## src/sbsp_pkg.sv

```systemverilog
// Shared types, constants and character helpers for the byte string parser.
`default_nettype none
package sbsp_pkg;

    localparam int MAX_FIELDS_DEF = 16;

    // register indexes on the write port
    localparam logic [1:0] CFG_VALUE_COUNT = 2'd0;
    localparam logic [1:0] CFG_SEPARATOR   = 2'd1;
    localparam logic [1:0] CFG_NUMBER_BASE = 2'd2;

    localparam logic [4:0] VALUE_COUNT_RST = 5'd6;
    localparam logic [7:0] SEPARATOR_RST   = 8'd58;
    localparam logic [5:0] NUMBER_BASE_RST = 6'd16;

    localparam logic [7:0] BYTE_MAX  = 8'd255;
    localparam logic [7:0] CHAR_NUL  = 8'h00;
    localparam logic [7:0] CHAR_PLUS = 8'h2b;
    localparam logic [7:0] CHAR_MINUS = 8'h2d;
    localparam logic [7:0] CHAR_ZERO = 8'h30;
    localparam logic [7:0] CHAR_X_LO = 8'h78;
    localparam logic [7:0] CHAR_X_UP = 8'h58;
    localparam logic [6:0] NOT_DIGIT = 7'd99;

    typedef struct packed {
        logic [4:0] value_count;
        logic [7:0] separator;
        logic [5:0] number_base;
    } cfg_t;

    typedef struct packed {
        logic [4:0] count;
        logic       done_res;
        logic [3:0] byte_index;
        logic       byte_valid;
        logic [7:0] byte_value;
    } res_t;

    function automatic logic [6:0] digit_of(input logic [7:0] c);
        logic [6:0] d;
        d = NOT_DIGIT;
        if (c >= 8'h30 && c <= 8'h39) d = 7'(c - 8'h30);
        else if (c >= 8'h61 && c <= 8'h7a) d = 7'(c - 8'h61 + 8'd10);
        else if (c >= 8'h41 && c <= 8'h5a) d = 7'(c - 8'h41 + 8'd10);
        return d;
    endfunction

    function automatic logic is_space(input logic [7:0] c);
        return (c == 8'h20) || (c >= 8'd9 && c <= 8'd13);
    endfunction

    function automatic logic base_ok(input logic [5:0] b);
        return (b == 6'd0) || (b >= 6'd2 && b <= 6'd36);
    endfunction

endpackage
`default_nettype wire

```

## src/sbsp_cfg_regs.sv

```systemverilog
// Configuration registers written through the plain write port.
`default_nettype none
module sbsp_cfg_regs (
    input  wire logic          clk,
    input  wire logic          rst_n,
    input  wire logic          cfg_we,
    input  wire logic [1:0]    cfg_index,
    input  wire logic [7:0]    cfg_data,
    output sbsp_pkg::cfg_t     cfg
);

    sbsp_pkg::cfg_t cfg_reg;
    sbsp_pkg::cfg_t cfg_next;

    always_comb
    begin
        cfg_next = cfg_reg;
        if (cfg_we)
        begin
            case (cfg_index)
                sbsp_pkg::CFG_VALUE_COUNT: cfg_next.value_count = cfg_data[4:0];
                sbsp_pkg::CFG_SEPARATOR:   cfg_next.separator   = cfg_data;
                sbsp_pkg::CFG_NUMBER_BASE: cfg_next.number_base = cfg_data[5:0];
                default:                   cfg_next = cfg_reg;
            endcase
        end
    end

    always_ff @(posedge clk or negedge rst_n)
    begin
        if (!rst_n)
        begin
            cfg_reg.value_count <= sbsp_pkg::VALUE_COUNT_RST;
            cfg_reg.separator   <= sbsp_pkg::SEPARATOR_RST;
            cfg_reg.number_base <= sbsp_pkg::NUMBER_BASE_RST;
        end
        else
        begin
            cfg_reg <= cfg_next;
        end
    end

    assign cfg = cfg_reg;

endmodule
`default_nettype wire

```

## src/sbsp_parse_core.sv

```systemverilog
// Input register, per-string parse state and the one-character step logic.
`default_nettype none
module sbsp_parse_core #(
    parameter int MAX_FIELDS = sbsp_pkg::MAX_FIELDS_DEF
) (
    input  wire logic          clk,
    input  wire logic          rst_n,
    input  wire sbsp_pkg::cfg_t cfg,
    input  wire logic          in_valid,
    output logic               in_ready,
    input  wire logic [7:0]    in_char,
    input  wire logic          in_start,
    input  wire logic          out_free,
    output logic               res_load,
    output sbsp_pkg::res_t     res
);

    typedef enum logic [2:0] {
        PH_IDLE   = 3'd0,
        PH_LEAD   = 3'd1,
        PH_SIGN   = 3'd2,
        PH_ZERO   = 3'd3,
        PH_HEX    = 3'd4,
        PH_DIGITS = 3'd5
    } phase_t;

    logic       in_vld_reg;
    logic [7:0] char_reg;
    logic       start_reg;

    phase_t     phase_reg,  phase_next;
    logic [7:0] value_reg,  value_next;
    logic       large_reg,  large_next;
    logic       neg_reg,    neg_next;
    logic [5:0] base_reg,   base_next;
    logic [4:0] fields_reg, fields_next;

    logic       advance;
    logic       accept;
    logic [4:0] eff_count;
    logic       res_valid;

    assign advance  = in_vld_reg && out_free;
    assign in_ready = !in_vld_reg || out_free;
    assign accept   = in_valid && in_ready;
    assign res_load = advance && res_valid;

    assign eff_count = (32'(cfg.value_count) > MAX_FIELDS) ? 5'(MAX_FIELDS)
                                                           : cfg.value_count;

    always_comb
    begin
        logic [6:0]  dg;
        logic [14:0] acc;
        logic [5:0]  b;
        logic [5:0]  fa_inc;
        logic        last;
        logic        do_first;
        logic        do_acc;
        logic        do_finish;
        logic        do_fail;
        logic        go;

        phase_next  = phase_reg;
        value_next  = value_reg;
        large_next  = large_reg;
        neg_next    = neg_reg;
        base_next   = base_reg;
        fields_next = fields_reg;
        res_valid   = 1'b0;
        res         = '0;
        dg          = sbsp_pkg::digit_of(char_reg);
        acc         = '0;
        b           = '0;
        fa_inc      = '0;
        last        = 1'b0;
        do_first    = 1'b0;
        do_acc      = 1'b0;
        do_finish   = 1'b0;
        do_fail     = 1'b0;
        go          = 1'b1;

        if (start_reg)
        begin
            value_next  = '0;
            large_next  = 1'b0;
            neg_next    = 1'b0;
            base_next   = '0;
            fields_next = '0;
            if (eff_count == 5'd0)
            begin
                phase_next        = PH_IDLE;
                res_valid         = 1'b1;
                res.done_res      = 1'b1;
                go                = 1'b0;
            end
            else
            begin
                phase_next = PH_LEAD;
            end
        end

        if (go)
        begin
            case (phase_next)
                PH_LEAD:
                begin
                    if (!sbsp_pkg::base_ok(cfg.number_base))
                        do_fail = 1'b1;
                    else if (sbsp_pkg::is_space(char_reg))
                        phase_next = PH_LEAD;
                    else if (char_reg == sbsp_pkg::CHAR_PLUS ||
                             char_reg == sbsp_pkg::CHAR_MINUS)
                    begin
                        neg_next   = (char_reg == sbsp_pkg::CHAR_MINUS);
                        phase_next = PH_SIGN;
                    end
                    else
                        do_first = 1'b1;
                end
                PH_SIGN:
                    do_first = 1'b1;
                PH_ZERO:
                begin
                    if (char_reg == sbsp_pkg::CHAR_X_LO || char_reg == sbsp_pkg::CHAR_X_UP)
                    begin
                        base_next  = 6'd16;
                        phase_next = PH_HEX;
                    end
                    else if (dg < 7'(base_next))
                        do_acc = 1'b1;
                    else
                        do_finish = 1'b1;
                end
                PH_HEX:
                begin
                    if (dg < 7'd16)
                        do_acc = 1'b1;
                    else
                        do_fail = 1'b1;
                end
                PH_DIGITS:
                begin
                    if (dg < 7'(base_next))
                        do_acc = 1'b1;
                    else
                        do_finish = 1'b1;
                end
                default:
                    phase_next = PH_IDLE;
            endcase

            if (do_first)
            begin
                b = cfg.number_base;
                if (!sbsp_pkg::base_ok(b))
                    do_fail = 1'b1;
                else if (char_reg == sbsp_pkg::CHAR_ZERO && (b == 6'd0 || b == 6'd16))
                begin
                    base_next  = (b == 6'd0) ? 6'd8 : 6'd16;
                    value_next = '0;
                    phase_next = PH_ZERO;
                end
                else
                begin
                    if (b == 6'd0)
                        b = 6'd10;
                    base_next = b;
                    if (dg < 7'(b))
                        do_acc = 1'b1;
                    else
                        do_fail = 1'b1;
                end
            end

            if (do_acc)
            begin
                acc = 15'(value_next) * 15'(base_next) + 15'(dg);
                if (acc > 15'(sbsp_pkg::BYTE_MAX))
                begin
                    large_next = 1'b1;
                    value_next = sbsp_pkg::BYTE_MAX;
                end
                else
                    value_next = acc[7:0];
                phase_next = PH_DIGITS;
            end

            if (do_finish)
            begin
                fa_inc = 6'(fields_next) + 6'd1;
                last   = fa_inc >= 6'(eff_count);
                if (large_next || (neg_next && value_next != 8'd0))
                    do_fail = 1'b1;
                else if (last ? (char_reg != sbsp_pkg::CHAR_NUL)
                              : (char_reg != cfg.separator))
                    do_fail = 1'b1;
                else
                begin
                    res_valid      = 1'b1;
                    res.byte_valid = 1'b1;
                    res.byte_value = value_next;
                    res.byte_index = fields_next[3:0];
                    res.done_res   = last;
                    res.count      = last ? fa_inc[4:0] : 5'd0;
                    fields_next    = fa_inc[4:0];
                    value_next     = '0;
                    large_next     = 1'b0;
                    neg_next       = 1'b0;
                    base_next      = '0;
                    phase_next     = last ? PH_IDLE : PH_LEAD;
                end
            end

            if (do_fail)
            begin
                phase_next   = PH_IDLE;
                res_valid    = 1'b1;
                res          = '0;
                res.done_res = 1'b1;
                res.count    = fields_next;
            end
        end
    end

    always_ff @(posedge clk or negedge rst_n)
    begin
        if (!rst_n)
        begin
            in_vld_reg <= 1'b0;
            phase_reg  <= PH_IDLE;
            value_reg  <= '0;
            large_reg  <= 1'b0;
            neg_reg    <= 1'b0;
            base_reg   <= '0;
            fields_reg <= '0;
        end
        else
        begin
            if (accept)
                in_vld_reg <= 1'b1;
            else if (advance)
                in_vld_reg <= 1'b0;
            if (advance)
            begin
                phase_reg  <= phase_next;
                value_reg  <= value_next;
                large_reg  <= large_next;
                neg_reg    <= neg_next;
                base_reg   <= base_next;
                fields_reg <= fields_next;
            end
        end
    end

    always_ff @(posedge clk)
    begin
        if (accept)
        begin
            char_reg  <= in_char;
            start_reg <= in_start;
        end
    end

    // an idle parser ignores characters until a start beat
    a_idle_quiet: assert property (@(posedge clk) disable iff (!rst_n)
        (advance && !start_reg && phase_reg == PH_IDLE) |-> !res_load)
        else $error("result from idle parser");

    // a final accepted field reports a count one past its index
    a_last_count: assert property (@(posedge clk) disable iff (!rst_n)
        (res_load && res.byte_valid && res.done_res) |->
        (res.count == 5'(fields_reg + 5'd1) || start_reg))
        else $error("final count mismatch");

    // a held beat keeps its character while the result side is full
    a_hold: assert property (@(posedge clk) disable iff (!rst_n)
        (in_vld_reg && !out_free) |=> (in_vld_reg && $stable(char_reg)))
        else $error("held beat lost");

    // any result not carrying a field ends the string
    a_done: assert property (@(posedge clk) disable iff (!rst_n)
        (res_load && !res.byte_valid) |=> (phase_reg == PH_IDLE))
        else $error("failure did not end string");

endmodule
`default_nettype wire

```

## src/sbsp_out_reg.sv

```systemverilog
// Result register on the master side of the stream.
`default_nettype none
module sbsp_out_reg (
    input  wire logic          clk,
    input  wire logic          rst_n,
    input  wire logic          load,
    input  wire sbsp_pkg::res_t res,
    output logic               out_free,
    output logic               out_valid,
    input  wire logic          out_ready,
    output sbsp_pkg::res_t     out_res
);

    logic           vld_reg;
    sbsp_pkg::res_t res_reg;

    assign out_free  = !vld_reg || out_ready;
    assign out_valid = vld_reg;
    assign out_res   = res_reg;

    always_ff @(posedge clk or negedge rst_n)
    begin
        if (!rst_n)
            vld_reg <= 1'b0;
        else if (load)
            vld_reg <= 1'b1;
        else if (out_ready)
            vld_reg <= 1'b0;
    end

    always_ff @(posedge clk)
    begin
        if (load)
            res_reg <= res;
    end

endmodule
`default_nettype wire

```

## src/separated_byte_string_parser_unit.sv

```systemverilog
// A character beat waits in the input register until the output register can take its result.
// Throughput: one character per cycle while results are taken; a waiting result stalls the
// parse step, so the input register takes at most one more beat and then holds it.
// Reset (rst_n low, asynchronous) empties both registers, sets the parser idle and loads
// value_count 6, separator 58 (colon) and number_base 16.
`default_nettype none
module separated_byte_string_parser_unit #(
    parameter int MAX_FIELDS = sbsp_pkg::MAX_FIELDS_DEF
) (
    input  wire logic        clk,
    input  wire logic        rst_n,
    input  wire logic        cfg_we,
    input  wire logic [1:0]  cfg_index,
    input  wire logic [7:0]  cfg_data,
    input  wire logic        s_axis_tvalid,
    output logic             s_axis_tready,
    input  wire logic [7:0]  s_axis_tdata,   // [7:0] character
    input  wire logic        s_axis_tuser,   // [0] start_req
    output logic             m_axis_tvalid,
    input  wire logic        m_axis_tready,
    output logic [23:0]      m_axis_tdata,   // [7:0] byte_value, [11:8] byte_index, [16:12] count
    output logic             m_axis_tuser,   // [0] byte_valid
    output logic             m_axis_tlast    // done_res
);

    sbsp_pkg::cfg_t cfg;
    sbsp_pkg::res_t res;
    sbsp_pkg::res_t out_res;
    logic           res_load;
    logic           out_free;

    sbsp_cfg_regs u_cfg (
        .clk       (clk),
        .rst_n     (rst_n),
        .cfg_we    (cfg_we),
        .cfg_index (cfg_index),
        .cfg_data  (cfg_data),
        .cfg       (cfg)
    );

    sbsp_parse_core #(
        .MAX_FIELDS (MAX_FIELDS)
    ) u_core (
        .clk      (clk),
        .rst_n    (rst_n),
        .cfg      (cfg),
        .in_valid (s_axis_tvalid),
        .in_ready (s_axis_tready),
        .in_char  (s_axis_tdata),
        .in_start (s_axis_tuser),
        .out_free (out_free),
        .res_load (res_load),
        .res      (res)
    );

    sbsp_out_reg u_out (
        .clk       (clk),
        .rst_n     (rst_n),
        .load      (res_load),
        .res       (res),
        .out_free  (out_free),
        .out_valid (m_axis_tvalid),
        .out_ready (m_axis_tready),
        .out_res   (out_res)
    );

    assign m_axis_tdata = {7'd0, out_res.count, out_res.byte_index, out_res.byte_value};
    assign m_axis_tuser = out_res.byte_valid;
    assign m_axis_tlast = out_res.done_res;

endmodule
`default_nettype wire

```

## config.mk

```make
export PLATFORM = sky130hd
export DESIGN_NAME = separated_byte_string_parser_unit
export DESIGN_NICKNAME = d
export VERILOG_FILES = /design/src/sbsp_pkg.sv /design/src/sbsp_cfg_regs.sv /design/src/sbsp_parse_core.sv /design/src/sbsp_out_reg.sv /design/src/separated_byte_string_parser_unit.sv
export SDC_FILE = /design/constraint.sdc
export NUM_CORES = 1
export LEC_CHECK = 0
export BUFFER_PORTS_ARGS = -buffer_cell sky130_fd_sc_hd__buf_4
export CAP_MARGIN = 30
export CORE_ASPECT_RATIO = 1.4
export CORE_MARGIN = 2
export CORE_UTILIZATION = 53
export DETAILED_ROUTE_END_ITERATION = 8
export PLACE_DENSITY = 0.72
export SKIP_CTS_REPAIR_TIMING = 1
export SYNTH_ARGS = -nofsm -noshare
export SYNTH_HDL_FRONTEND = slang
export SYNTH_SLANG_ARGS = --single-unit
```

## constraint.sdc

```tcl
create_clock -name clk -period 8.4 [get_ports clk]
set_input_delay 0.84 -clock clk [delete_from_list [all_inputs] [get_ports clk]]
set_output_delay 0.84 -clock clk [all_outputs]
set_load 0.02 [all_outputs]
```

### After elaboration in Yosys (flattened, before gate mapping)

Index checks and enable logic that the tools add are counted.

| storage, ports and cells | value |
|---|---|
| bits of input ports | 24 |
| logic and storage cells | 214 |
| register bits after elaboration | 73 |
| output and inout port bits | 28 |

| cells by class | value |
|---|---|
| reduce and logical (&&, ||, !) cells | 33 |
| mux-type cells | 122 |
| add/subtract/negate cells | 7 |
| bitwise logic cells | 2 |
| multiply operators | 1 |
| $lt $le $gt $ge | 16 |
| equal/unequal tests | 15 |

Operators with widths:

| operator | count |
|---|---|
| $mux 6 | 16 |
| $mux 8 | 12 |
| $mux 19 | 4 |
| $mux 1 | 59 |
| $mux 3 | 14 |
| $mux 5 | 8 |
| $eq 8x6->1 const B | 4 |
| $mux 7 | 3 |
| $eq 8x7->1 const B | 2 |
| $ge 8x7->1 const B | 2 |
| $le 8x7->1 const B | 2 |
| $reduce_bool 8->1 | 2 |
| $add 14x7->15 | 1 |
| $gt 15x8->1 const B | 1 |
| $add 7x4->7 const B | 2 |
| $lt 7x6->1 | 2 |
| $mul 8x6->14 | 1 |
| $mux 14 | 1 |
| $sub 7x7->7 const B | 2 |
| $logic_and 1x1->1 | 10 |
| $pmux 3 s3 | 1 |
| $ge 8x4->1 const B | 1 |
| $ge 8x6->1 const B | 1 |
| $le 8x4->1 const B | 1 |
| other kinds (28) | 44 |

### Longest topological paths before layout

Gate-level depths: netlist (run 1).

| depth | value |
|---|---|
| depth in word-level cells | 30 |
| gate-level depth with buffers | 32 |

### Cells and area by module

From an unflattened synthesis (run 1), not the netlist that was laid out.

| second synthesis, totals | value |
|---|---|
| cell total of the unflattened synthesis | 680 |
| area total of the unflattened synthesis | 6442.4 um^2 |

By module, submodules not included:

| module | cells an instance | seq. area each (um^2) | area an instance (um^2) | times used |
|---|---|---|---|---|
| sbsp_parse_core | 609 | 895.9 | 5028.6 | 1 |
| sbsp_cfg_regs | 41 | 484.2 | 739.5 | 1 |
| sbsp_out_reg | 22 | 595.6 | 618.1 | 1 |
| separated_byte_string_parser_unit | 8 | 0.0 | 56.3 | 1 |

### Worst setup path after synthesis (run 1)

No wires, ideal clock.

| path | value |
|---|---|
| path type | register to register |
| from | reg u_core.char_reg[0] |
| to | reg u_out.res_reg, in the netlist u_out.out_res[0] (data pin) |
| buffers on the path | 3 |
| data arrival time | 7.235 ns |
| data required time | 8.145 ns |
| clock period less this slack | 7.490 ns |
| setup time | 0.255 ns |
| cell stages (with the launch flop) | 31 |
| setup slack | 0.910 ns |
| cells stage by stage | edfxtp_1 > buf_2 > inv_1 > ha_1 > or3b_1 > a21boi_0 > o31ai_1 > o31ai_1 > and2_1 > clkbuf_1 > clkbuf_1 > nor2_1 > a21oi_1 > nor2_1 > fa_1 > inv_1 > fa_1 > inv_1 > fa_1 > inv_1 > fa_1 > inv_1 > ha_1 > a21oi_1 > a211oi_1 > o41ai_1 > mux2i_1 > a22oi_1 > a211oi_2 > a22oi_1 > and2_1 |

| between the ends | value |
|---|---|
| longest elaborated chain between the ends | 23 |
| elaborated cells between the ends (all ways) | 93 |
| those cells by class | add/sub: 6; mul: 1; order compare: 12; eq/ne: 7; mux: 53; bitwise: 1; reduce/logical: 13 |

Ends and longest elaborated chain:

| item | RTL line | source |
|---|---|---|
| start: declaration | sbsp_parse_core.sv:28 | `logic [7:0] char_reg;` |
| start signal: assignment | sbsp_parse_core.sv:260 | `char_reg <= in_char;` |
| parallel branches: the longest is 23 deep, another holds $add 14x7->15 | -- |  |
| end signal: assignment | sbsp_out_reg.sv:34 | `res_reg <= res;` |
| end: declaration | sbsp_out_reg.sv:15 | `sbsp_pkg::res_t res_reg;` |

Several ways; the timed one is not identified. The select of a mux whose other input is x is not followed.
A chain may end at the register's enable or synchronous reset.

### Final worst setup path (run 1)

Same ends and word-level chain as after synthesis.

==> results of run 1 <==
==> placed cells by master (no fill, tap or decap), types with 8 or more instances in the layout <==
cell and n:
a22oi_1 10, a22o_1 13, dfrtp_1 38, xnor2_1 13, o21ai_0 27, nand2_1 59
edfxtp_1 28, fa_1 29, nor2_1 75, buf_4 64, or2_2 10, and2_1 12
nor4_1 9, a21oi_1 32, nand2b_1 13, clkbuf_16 9, o31ai_1 8, nand3_1 13
ha_1 63, inv_1 63, mux2_2 20
==> stage by stage <==
stage                     setup TNS (ps)  setup slack, ps
after floorplan                        0            910.1
after global placement                 0            624.6
after detailed placement               0            409.3
after CTS                              0            399.1
after global routing              -2.705           -2.705
final                                  0            475.2
==> layer usage <==
layer / up-vias / global-route usage [%] / wire length, um
li1: 2631 / - / -
met1: 2734 / 29.74 / 6609
met2: 160 / 49.85 / 9476
met3: 53 / 2.982 / 636
met4: 0 / 13.55 / 761
met5: - / 0 / 0
==> cell families after synthesis <==
logic type                 count (synthesis)  share of synthesized area (%)
AOI/OAI and AO/OA                        168                          18.57
and+or+nand+nor                          241                          18.41
xor gates and xnor gates                  17                          2.257
buffers and inverters                     92                          5.993
adders and majority gates                 92                          20.75
other                                      1                        0.05684
muxes                                     24                          4.021
DFF                                       73                          29.95
==> final timing paths <==
path | startpoint | endpoint | slack, ps | cells after the start
worst max-delay path | u_core.char_reg[0]$_DFFE_PP_ | u_out.out_res[0]$_SDFFCE_PP0P_ | 480 | 25
worst min-delay path | rst_n | u_cfg.cfg[13]$_DFFE_PN0P_ | 510 | 1
worst max register to register | u_core.char_reg[0]$_DFFE_PP_ | u_out.out_res[0]$_SDFFCE_PP0P_ | 480 | 25
worst min register to register | u_cfg.cfg[8]$_DFFE_PN0P_ | u_cfg.cfg[8]$_DFFE_PN0P_ | 540 | 1
max in group asynchronous | rst_n | u_core.fields_reg[3]$_DFFE_PN0P_ | 7490 | 1
min in group clk | u_cfg.cfg[8]$_DFFE_PN0P_ | u_cfg.cfg[8]$_DFFE_PN0P_ | 540 | 1
==> worst reg2reg max path: stages (launching register included) <==
cell and delay (ps):
edfxtp_1 570, inv_1 220, ha_1 230, or3b_1 350, a21boi_0 220, o31ai_2 120, o31ai_1 310, and2_1 270
mux2_2 440, or2_2 330, fa_1 510, fa_1 530, inv_1 50, fa_1 500, inv_1 60, fa_1 500
inv_1 40, ha_1 340, a21oi_1 290, a211oi_2 160, o41ai_1 430, mux2i_1 230, a22oi_1 160, a211oi_4 420
a22oi_1 180, and2_1 200
==> power breakdown <==
group,switching [mW],internal [mW]
logic,0.355,0.225
registers,0.0664,0.457
clock network,0.154,0.292
==> Yosys cell counts, drive strengths merged (3+ instances only) <==
library cell / count / area, sq um
a31oi: 7 / 58.81
nor2b: 7 / 43.79
dfstp: 7 / 183.9
or2: 10 / 62.56
a22oi: 10 / 75.07
nand2b: 13 / 81.33
fa: 29 / 580.6
nand2: 59 / 221.5
a21oi: 33 / 165.2
a32o: 3 / 30.03
mux2: 20 / 225.2
o21a: 5 / 37.54
nor2: 77 / 299.0
a21o: 7 / 52.55
xnor2: 13 / 113.9
and4: 3 / 26.28
nor4: 10 / 68.81
a2bb2oi: 3 / 50.05
and2: 12 / 75.07
o211ai: 4 / 30.03
o31ai: 9 / 67.56
ha: 63 / 788.3
and3: 6 / 37.54
nand4: 5 / 31.28
a211oi: 11 / 97.60
a22o: 13 / 113.9
o22ai: 5 / 37.53
nand3b: 4 / 42.54
clkbuf: 10 / 37.54
o21ai: 30 / 153.9
or3: 4 / 25.02
nor3: 8 / 45.04
inv: 65 / 244.0
o2bb2ai: 4 / 35.03
xor2: 4 / 35.03
mux2i: 4 / 40.04
o211a: 3 / 30.03
dfrtp: 38 / 950.9
buf: 17 / 113.9
edfxtp: 28 / 840.8
nand3: 13 / 65.06
==> final cells by class <==
| cell class | count | area share [%] |
|---|---|---|
| Multi-Input combinational cell | 549 | 56.89 |
| Sequential cell | 73 | 26.28 |
| Timing Repair Buffer | 65 | 6.541 |
| Inverter | 65 | 3.246 |
| Clock buffer | 10 | 3.046 |
| Tap cell | 150 | 2.497 |
| Clock inverter | 6 | 1.498 |
==> flow_summary.toml, run 1 <==
[finish]
drive_gt1_share_pct = 18.10
area.growth.synth_to_final_pct = 13.94
ff_latch_area_sq_um = 1976
final_design_area_no_fill_sq_um = 7517
fill_cells = 1065
antenna_cells = 0
utilization_pct = 61.36
final_cells = 918
multi_input_area_sq_um = 4277
nets = 879

[clock_tree]
cts_root_buf = "clkbuf_16"
clock-sinks = 73
cts_buffers = 9
path_clk_slew_ps = 60
worstSkewPairLatency_ps = 340
cts_max_level = 3
tritoncts = "done"
cts_buffer_depth = 2

[place]
dp_hpwl_mm = 13.83
port_buffers = 44
gp_congestion = 0.9069
dp_cells = 902
place_area_sq_um = 7154

[sta]
finalSetupViolations = 0
max_freq_mhz = 126.2
min_period_ps = 7925
hold_ws_ps = 505.0
slew_viol_final = 0
hold_viol = 0
relSlewSlack_pct = 34.04
skew_ps = 11.81
tightestPinTransition_ps = 987.0
final.period_utilization_pct = 94.34

[routing]
routed_wl_mm = 17.49
drt_first_pass_iters = 5
dr.first_iter.drc_count = 265
vias_per_cell = 6.076
drc_errors = 0
wl_per_cell_um = 19.05
num_vias = 5578
antenna_left = 0

[worst_setup_path]
arrival_ps = 8020
critPathMaxFanout = 11
required_ps = 8490
slowest_stage = "edfxtp_1"
max_stage_delay_ps = 570
crit_type = "flip-flop to flip-flop"
end_kind = "flip-flop"
crit_family = "adder cells"
crit_path_start_kind = "flip-flop"
path_buf_inv = 4

[run_status]
outcome = "finished clean"

[floorplan]
core-area_sq_um = 12250
die_w_um = 98.30
io_pins = 52
dieArea_sq_um = 13370
rows = 48
start_util_pct = 53.85
die_h_um = 136.0

[hold_path]
min_path_type = "primary input to async pin"

[yosys]
synth_ff_type = "dfrtp_1"
yosys_warnings = 0
yosysSeqAreaShare_pct = 29.95
netlist-cell-type-count = 83
netlist_area_sq_um = 6598
async_reset_ff_share_pct = 61.64
synth.avg_cell_area_sq_um = 9.319
netlist_instances = 708
synth_edf_count = 28
ys_ff_latch = 73

[global_routing]
grt_pass1_vias = 5701
antenna_found_initial = 0
grt_pass1_wl_mm = 28.37
grt_use_total_pct = 26.71
grt_start_max_net_pins = 46
overflow = 0

[power_and_ir_drop]
powerDensity_nw_per_um2 = 206.2
power_mw = 1.550
cellLeakagePower_nw = 3.459
ir_worst_vdd_v = 0.0001346

[run]
maxCapViolCount = 0
Power figures use the tool's default switching activity.
==> run 2: changes to the inputs <==
--- a/config.mk
+++ b/config.mk
@@ -5,10 +5,10 @@
 export SDC_FILE = /design/constraint.sdc
 export NUM_CORES = 1
 export LEC_CHECK = 0
+export ABC_AREA = 1
 export BUFFER_PORTS_ARGS = -buffer_cell sky130_fd_sc_hd__buf_4
 export CAP_MARGIN = 30
 export CORE_ASPECT_RATIO = 1.4
-export CORE_MARGIN = 2
 export CORE_UTILIZATION = 53
 export DETAILED_ROUTE_END_ITERATION = 8
 export PLACE_DENSITY = 0.72
==> flow_summary.toml, run 2 <==
[run_status]
outcome = "complete, but fails checks"
violations = "DRC"

[yosys]
synth_top_area_cell = "dfrtp_1"
async_reset_ff_share_pct = 61.64
yosysSeqAreaShare_pct = 28.68
synthTopCellsByArea = "dfrtp_1 14%, edfxtp_1 12%, ha_1 11%, nand2_1 10%, fa_1 8.4%"
netlist_instances = 907
synth_common_cells = "192 x nand2_1, 136 x inv_1, 115 x nor2_1"
yosys_warnings = 0
synth_edf_count = 28
netlist-cell-type-count = 55
synth.most_common_cell = "nand2_1"
synth.top_cell.area_share_pct = 13.80
netlist_area_sq_um = 6889
synth.avg_cell_area_sq_um = 7.595
synth_ff_type = "dfrtp_1"
ys_ff_latch = 73

[place]
dp_hpwl_mm = 13.11
port_buffers = 44
place_area_sq_um = 7312
gp_congestion = 0.9690
dp_cells = 1090

[finish]
final_cells = 1106
antenna_cells = 0
layout_common_cells = "192 x nand2_1, 136 x inv_1, 115 x nor2_1, 64 x nand3_1, 63 x ha_1"
area.growth.synth_to_final_pct = 11.21
nets = 1067
final_common_cell = "nand2_1"
drive_gt1_share_pct = 12.66
final_design_area_no_fill_sq_um = 7661

[floorplan]
die_w_um = 98.36
dieArea_sq_um = 13460
start_util_pct = 55.15
die_h_um = 136.9
core-area_sq_um = 12490
io_pins = 52
rows = 48

[power_and_ir_drop]
powerDensity_nw_per_um2 = 206.0
ir_worst_vdd_v = 0.0001004
power_mw = 1.578
cellLeakagePower_nw = 4.024

[worst_setup_path]
reg2reg_from = "u_core.char_reg[1]$_DFFE_PP_"
critPathLaunch = "u_core.char_reg[1]$_DFFE_PP_"
crit_type = "flip-flop to flip-flop"
rr_worst_depth = 39
r2r-end = "u_out.out_res[14]$_SDFFCE_PP0P_"
slowest_stage = "fa_1"
crit_path_start_kind = "flip-flop"
crit_family = "simple AND/OR/NAND/NOR gates"
arrival_ps = 7820
critPathMaxFanout = 13
path_buf_inv = 6
required_ps = 8490
rrSetupSlack_ps = 670
path_common_cell = "nand2_1"
end_kind = "flip-flop"
crit_end = "u_out.out_res[14]$_SDFFCE_PP0P_"
max_stage_delay_ps = 530
worst-path-stages = 39

[clock_tree]
worstSkewPairLatency_ps = 340
path_clk_slew_ps = 60
cts_max_level = 3
cts_buffer_depth = 2
tritoncts = "done"
clock-sinks = 73
cts_buffers = 9
cts_root_buf = "clkbuf_16"

[sta]
final.period_utilization_pct = 92.04
relSlewSlack_pct = 50.77
min_period_ps = 7731
setup_tns_ps = 0
max_freq_mhz = 129.4
rsz0062_at_grt = "false"
hold_viol = 0
skew_ps = 8.637
tightestPinTransition_ps = 737.7
finalSetupViolations = 0
slew_viol_final = 0

[global_routing]
grt_start_max_net_pins = 46
grt_pass1_vias = 5894
overflow = 0
grt_pass1_wl_mm = 27.48
grt_use_total_pct = 26.12
antenna_found_initial = 0

[routing]
drc_errors = 3
wl_per_cell_um = 14.96
routed_wl_mm = 16.55
dr.first_iter.drc_count = 336
vias_per_cell = 5.397
drt_first_pass_iters = 9
num_vias = 5969
antenna_left = 0

[hold_path]
min_path_type = "flip-flop to flip-flop"

[run]
maxCapViolCount = 0
-- run 2: cell type report --
type / count / area, sq um
Fill cell: 1133 / 4831
Inverter: 145 / 544.3
Clock inverter: 7 / 102.6
Sequential cell: 73 / 1976
Timing Repair Buffer: 53 / 397.9
Clock buffer: 9 / 225.2
Tap cell: 150 / 187.7
Multi-Input combinational cell: 669 / 4228
-- run 2: logic make-up after synthesis --
| group | after synthesis | synth area share, % |
|---|---|---|
| AND/OR/NAND/NOR | 445 | 29.50 |
| adder cells (fa/ha/maj) | 92 | 19.87 |
| AO/OA/AOI/OAI | 104 | 8.573 |
| other | 1 | 0.05443 |
| flip-flops | 73 | 28.68 |
| multiplexers | 2 | 0.3269 |
| XOR/XNOR | 19 | 2.416 |
| buffers and inverters | 171 | 10.59 |
-- run 2: routing by layer --
layer	share of wire (%)	up-vias	global-route usage, %	wire length (um)
met4	4.5	0	14.26	739
met3	3.7	38	3.166	616
li1	-	3008	-	-
met2	52	173	48.00	8581
met5	0	-	0	0
met1	40	2750	29.46	6613
-- run 2: worst min path at each step --
stage,cells past startpoint,start,endpoint
final,2,u_core.base_reg[5]$_DFFE_PN0P_,u_core.base_reg[5]$_DFFE_PN0P_
after global routing,2,u_core.base_reg[5]$_DFFE_PN0P_,u_core.base_reg[5]$_DFFE_PN0P_
after floorplan,2,u_core.fields_reg[1]$_DFFE_PN0P_,u_core.fields_reg[1]$_DFFE_PN0P_
after CTS,2,u_core.base_reg[5]$_DFFE_PN0P_,u_core.base_reg[5]$_DFFE_PN0P_
after detailed placement,2,u_core.base_reg[5]$_DFFE_PN0P_,u_core.base_reg[5]$_DFFE_PN0P_
after global placement,2,u_core.fields_reg[0]$_DFFE_PN0P_,u_core.fields_reg[0]$_DFFE_PN0P_
-- run 2: metrics by stage --
stage,hold slack (ps),worst slack [ps],utilization [%]
5_1_grt,508.3,36.00,61.33
3_3_place_gp,464.1,587.3,58.53
3_5_place_dp,474.0,409.2,58.53
4_1_cts,488.6,383.6,61.16
6_report,484.2,669.1,61.33
2_1_floorplan,449.1,1502,-
-- run 2: power by group --
| part | internal [mW] | switching [mW] | total, mW |
|---|---|---|---|
| registers | 0.454 | 0.0429 | 0.497 |
| logic | 0.219 | 0.438 | 0.658 |
| clock network | 0.264 | 0.160 | 0.423 |
| total | 0.937 | 0.641 | 1.58 |
-- run 2: worst reg2reg max path: cells and delay by family (launching register included) --
family	cells	cell delay, ps
AND/OR/NAND/NOR	21	2900
buffers and inverters	6	520
flip-flops	1	480
XOR/XNOR	1	150
AO/OA/AOI/OAI	5	780
adder cells (fa/ha/maj)	6	2660
==> run 3: changes to the inputs <==
--- a/config.mk
+++ b/config.mk
@@ -5,7 +5,6 @@
 export SDC_FILE = /design/constraint.sdc
 export NUM_CORES = 1
 export LEC_CHECK = 0
-export ABC_AREA = 1
 export BUFFER_PORTS_ARGS = -buffer_cell sky130_fd_sc_hd__buf_4
 export CAP_MARGIN = 30
 export CORE_ASPECT_RATIO = 1.4
==> flow_summary.toml, run 3 (synthesized netlist as in run 1, its figures left out) <==
[finish]
layout_common_cells = "75 x nor2_1, 63 x inv_1, 63 x ha_1, 62 x buf_4, 59 x nand2_1"
fill_cells = 1068
final_design_area_no_fill_sq_um = 7443
final_common_cell = "nor2_1"
antenna_cells = 0
nets = 877
drive_gt1_share_pct = 17.89
final_cells = 913
area.growth.synth_to_final_pct = 12.82

[floorplan]
io_pins = 52
rows = 47
start_util_pct = 55.00
core-area_sq_um = 12000
die_h_um = 134.0
die_w_um = 96.30
dieArea_sq_um = 12910

[global_routing]
met2_usage_pct = 54.18
grt_start_max_net_pins = 46
grt_pass1_wl_mm = 28.77
grt_use_total_pct = 29.62
globalRouteMet1Util_pct = 31.59
overflow = 0
grt_util_met3_pct = 4.422
antenna_found_initial = 0
grt_pass1_vias = 5865
grt.busiest_layer = "met2"

[power_and_ir_drop]
power_mw = 1.488
powerDensity_nw_per_um2 = 199.9
ir_worst_vdd_v = 0.00009728
cellLeakagePower_nw = 3.429

[clock_tree]
cts_root_buf = "clkbuf_16"
path_clk_slew_ps = 60
clock-sinks = 73
worstSkewPairLatency_ps = 340
cts_max_level = 3
cts_buffer_depth = 2
tritoncts = "done"
cts_buffers = 9

[worst_setup_path]
required_ps = 8500
end_kind = "flip-flop"
path_buf_inv = 5
max_stage_delay_ps = 560
slowest_stage = "edfxtp_1"
crit_path_start_kind = "flip-flop"
arrival_ps = 7940
crit_family = "adder cells"
critPathMaxFanout = 15
crit_type = "flip-flop to flip-flop"

[sta]
min_period_ps = 7843
skew_ps = 7.161
tightestPinTransition_ps = 998.2
finalSetupViolations = 0
setup_tns_ps = 0
relSlewSlack_pct = 33.29
rsz0062_at_grt = "false"
hold_viol = 0
slew_viol_final = 0
final.period_utilization_pct = 93.37
max_freq_mhz = 127.5

[place]
dp_cells = 897
port_buffers = 44
place_area_sq_um = 7136
dp_hpwl_mm = 13.90
gp_congestion = 0.9317

[routing]
drc_errors = 0
routed_wl_mm = 17.69
drt_first_pass_iters = 5
dr.first_iter.drc_count = 260
antenna_left = 0
vias_per_cell = 6.163
wl_per_cell_um = 19.38
num_vias = 5627

[run_status]
outcome = "finished clean"

[run]
maxCapViolCount = 0

[hold_path]
min_path_type = "primary input to async pin"
run 3: cell count changes in the layout (fill, tap and decap cells not counted), moves of 13 or more:
cell / before / now
nand4_1: 22 / 5
nor2_1: 115 / 75
a22o_1: 0 / 13
nand3_1: 64 / 13
nand2_1: 192 / 59
mux2_2: 2 / 20
inv_1: 136 / 63
run 3: report_power, final:
group | switching (mW) | internal, mW
logic | 0.350 | 0.223
registers | 0.0663 | 0.458
clock network | 0.159 | 0.232
total | 0.575 | 0.912
run 3: cell type report:
cell class | instances | area, sq um | area share (%)
inverters | 65 | 244.0 | 3.278
flip-flops and latches | 73 | 1976 | 26.54
clock buffers | 9 | 225.2 | 3.026
multi-input cells | 549 | 4260 | 57.24
well taps | 147 | 183.9 | 2.471
clock inverters | 7 | 77.57 | 1.042
repair buffers | 63 | 476.7 | 6.404
run 3: worst paths after layout:
check,start,to,slack (ps),cells after the start
max,u_core.char_reg[0]$_DFFE_PP_,u_out.out_res[2]$_SDFFCE_PP0P_,560,26
min,rst_n,u_cfg.cfg[13]$_DFFE_PN0P_,510,1
max reg2reg,u_core.char_reg[0]$_DFFE_PP_,u_out.out_res[2]$_SDFFCE_PP0P_,560,26
min reg2reg,u_core.base_reg[0]$_DFFE_PN0P_,u_core.base_reg[0]$_DFFE_PN0P_,530,2
max in group asynchronous,rst_n,u_core.phase_reg[0]$_DFFE_PN0P_,7480,1
min in group clk,u_core.base_reg[0]$_DFFE_PN0P_,u_core.base_reg[0]$_DFFE_PN0P_,530,2
run 3: per-layer routing:
metal  vias to the layer above  share of wire [%]
met4                         0                5.2
met2                       176                 55
li1                       2629                  -
met1                      2768                 36
met5                         -                  0
met3                        54                3.8
run 3: metrics by stage:
step | util (%) | setup slack (ps) | hold slack (ps)
detailed placement | 59.48 | 520.3 | 513.9
global placement | 59.39 | 719.7 | 493.2
floorplan | - | 910.1 | 471.0
finish | 62.05 | 556.7 | 505.5
global route | 62.05 | 106.8 | 546.3
CTS | 62.00 | 491.5 | 528.6
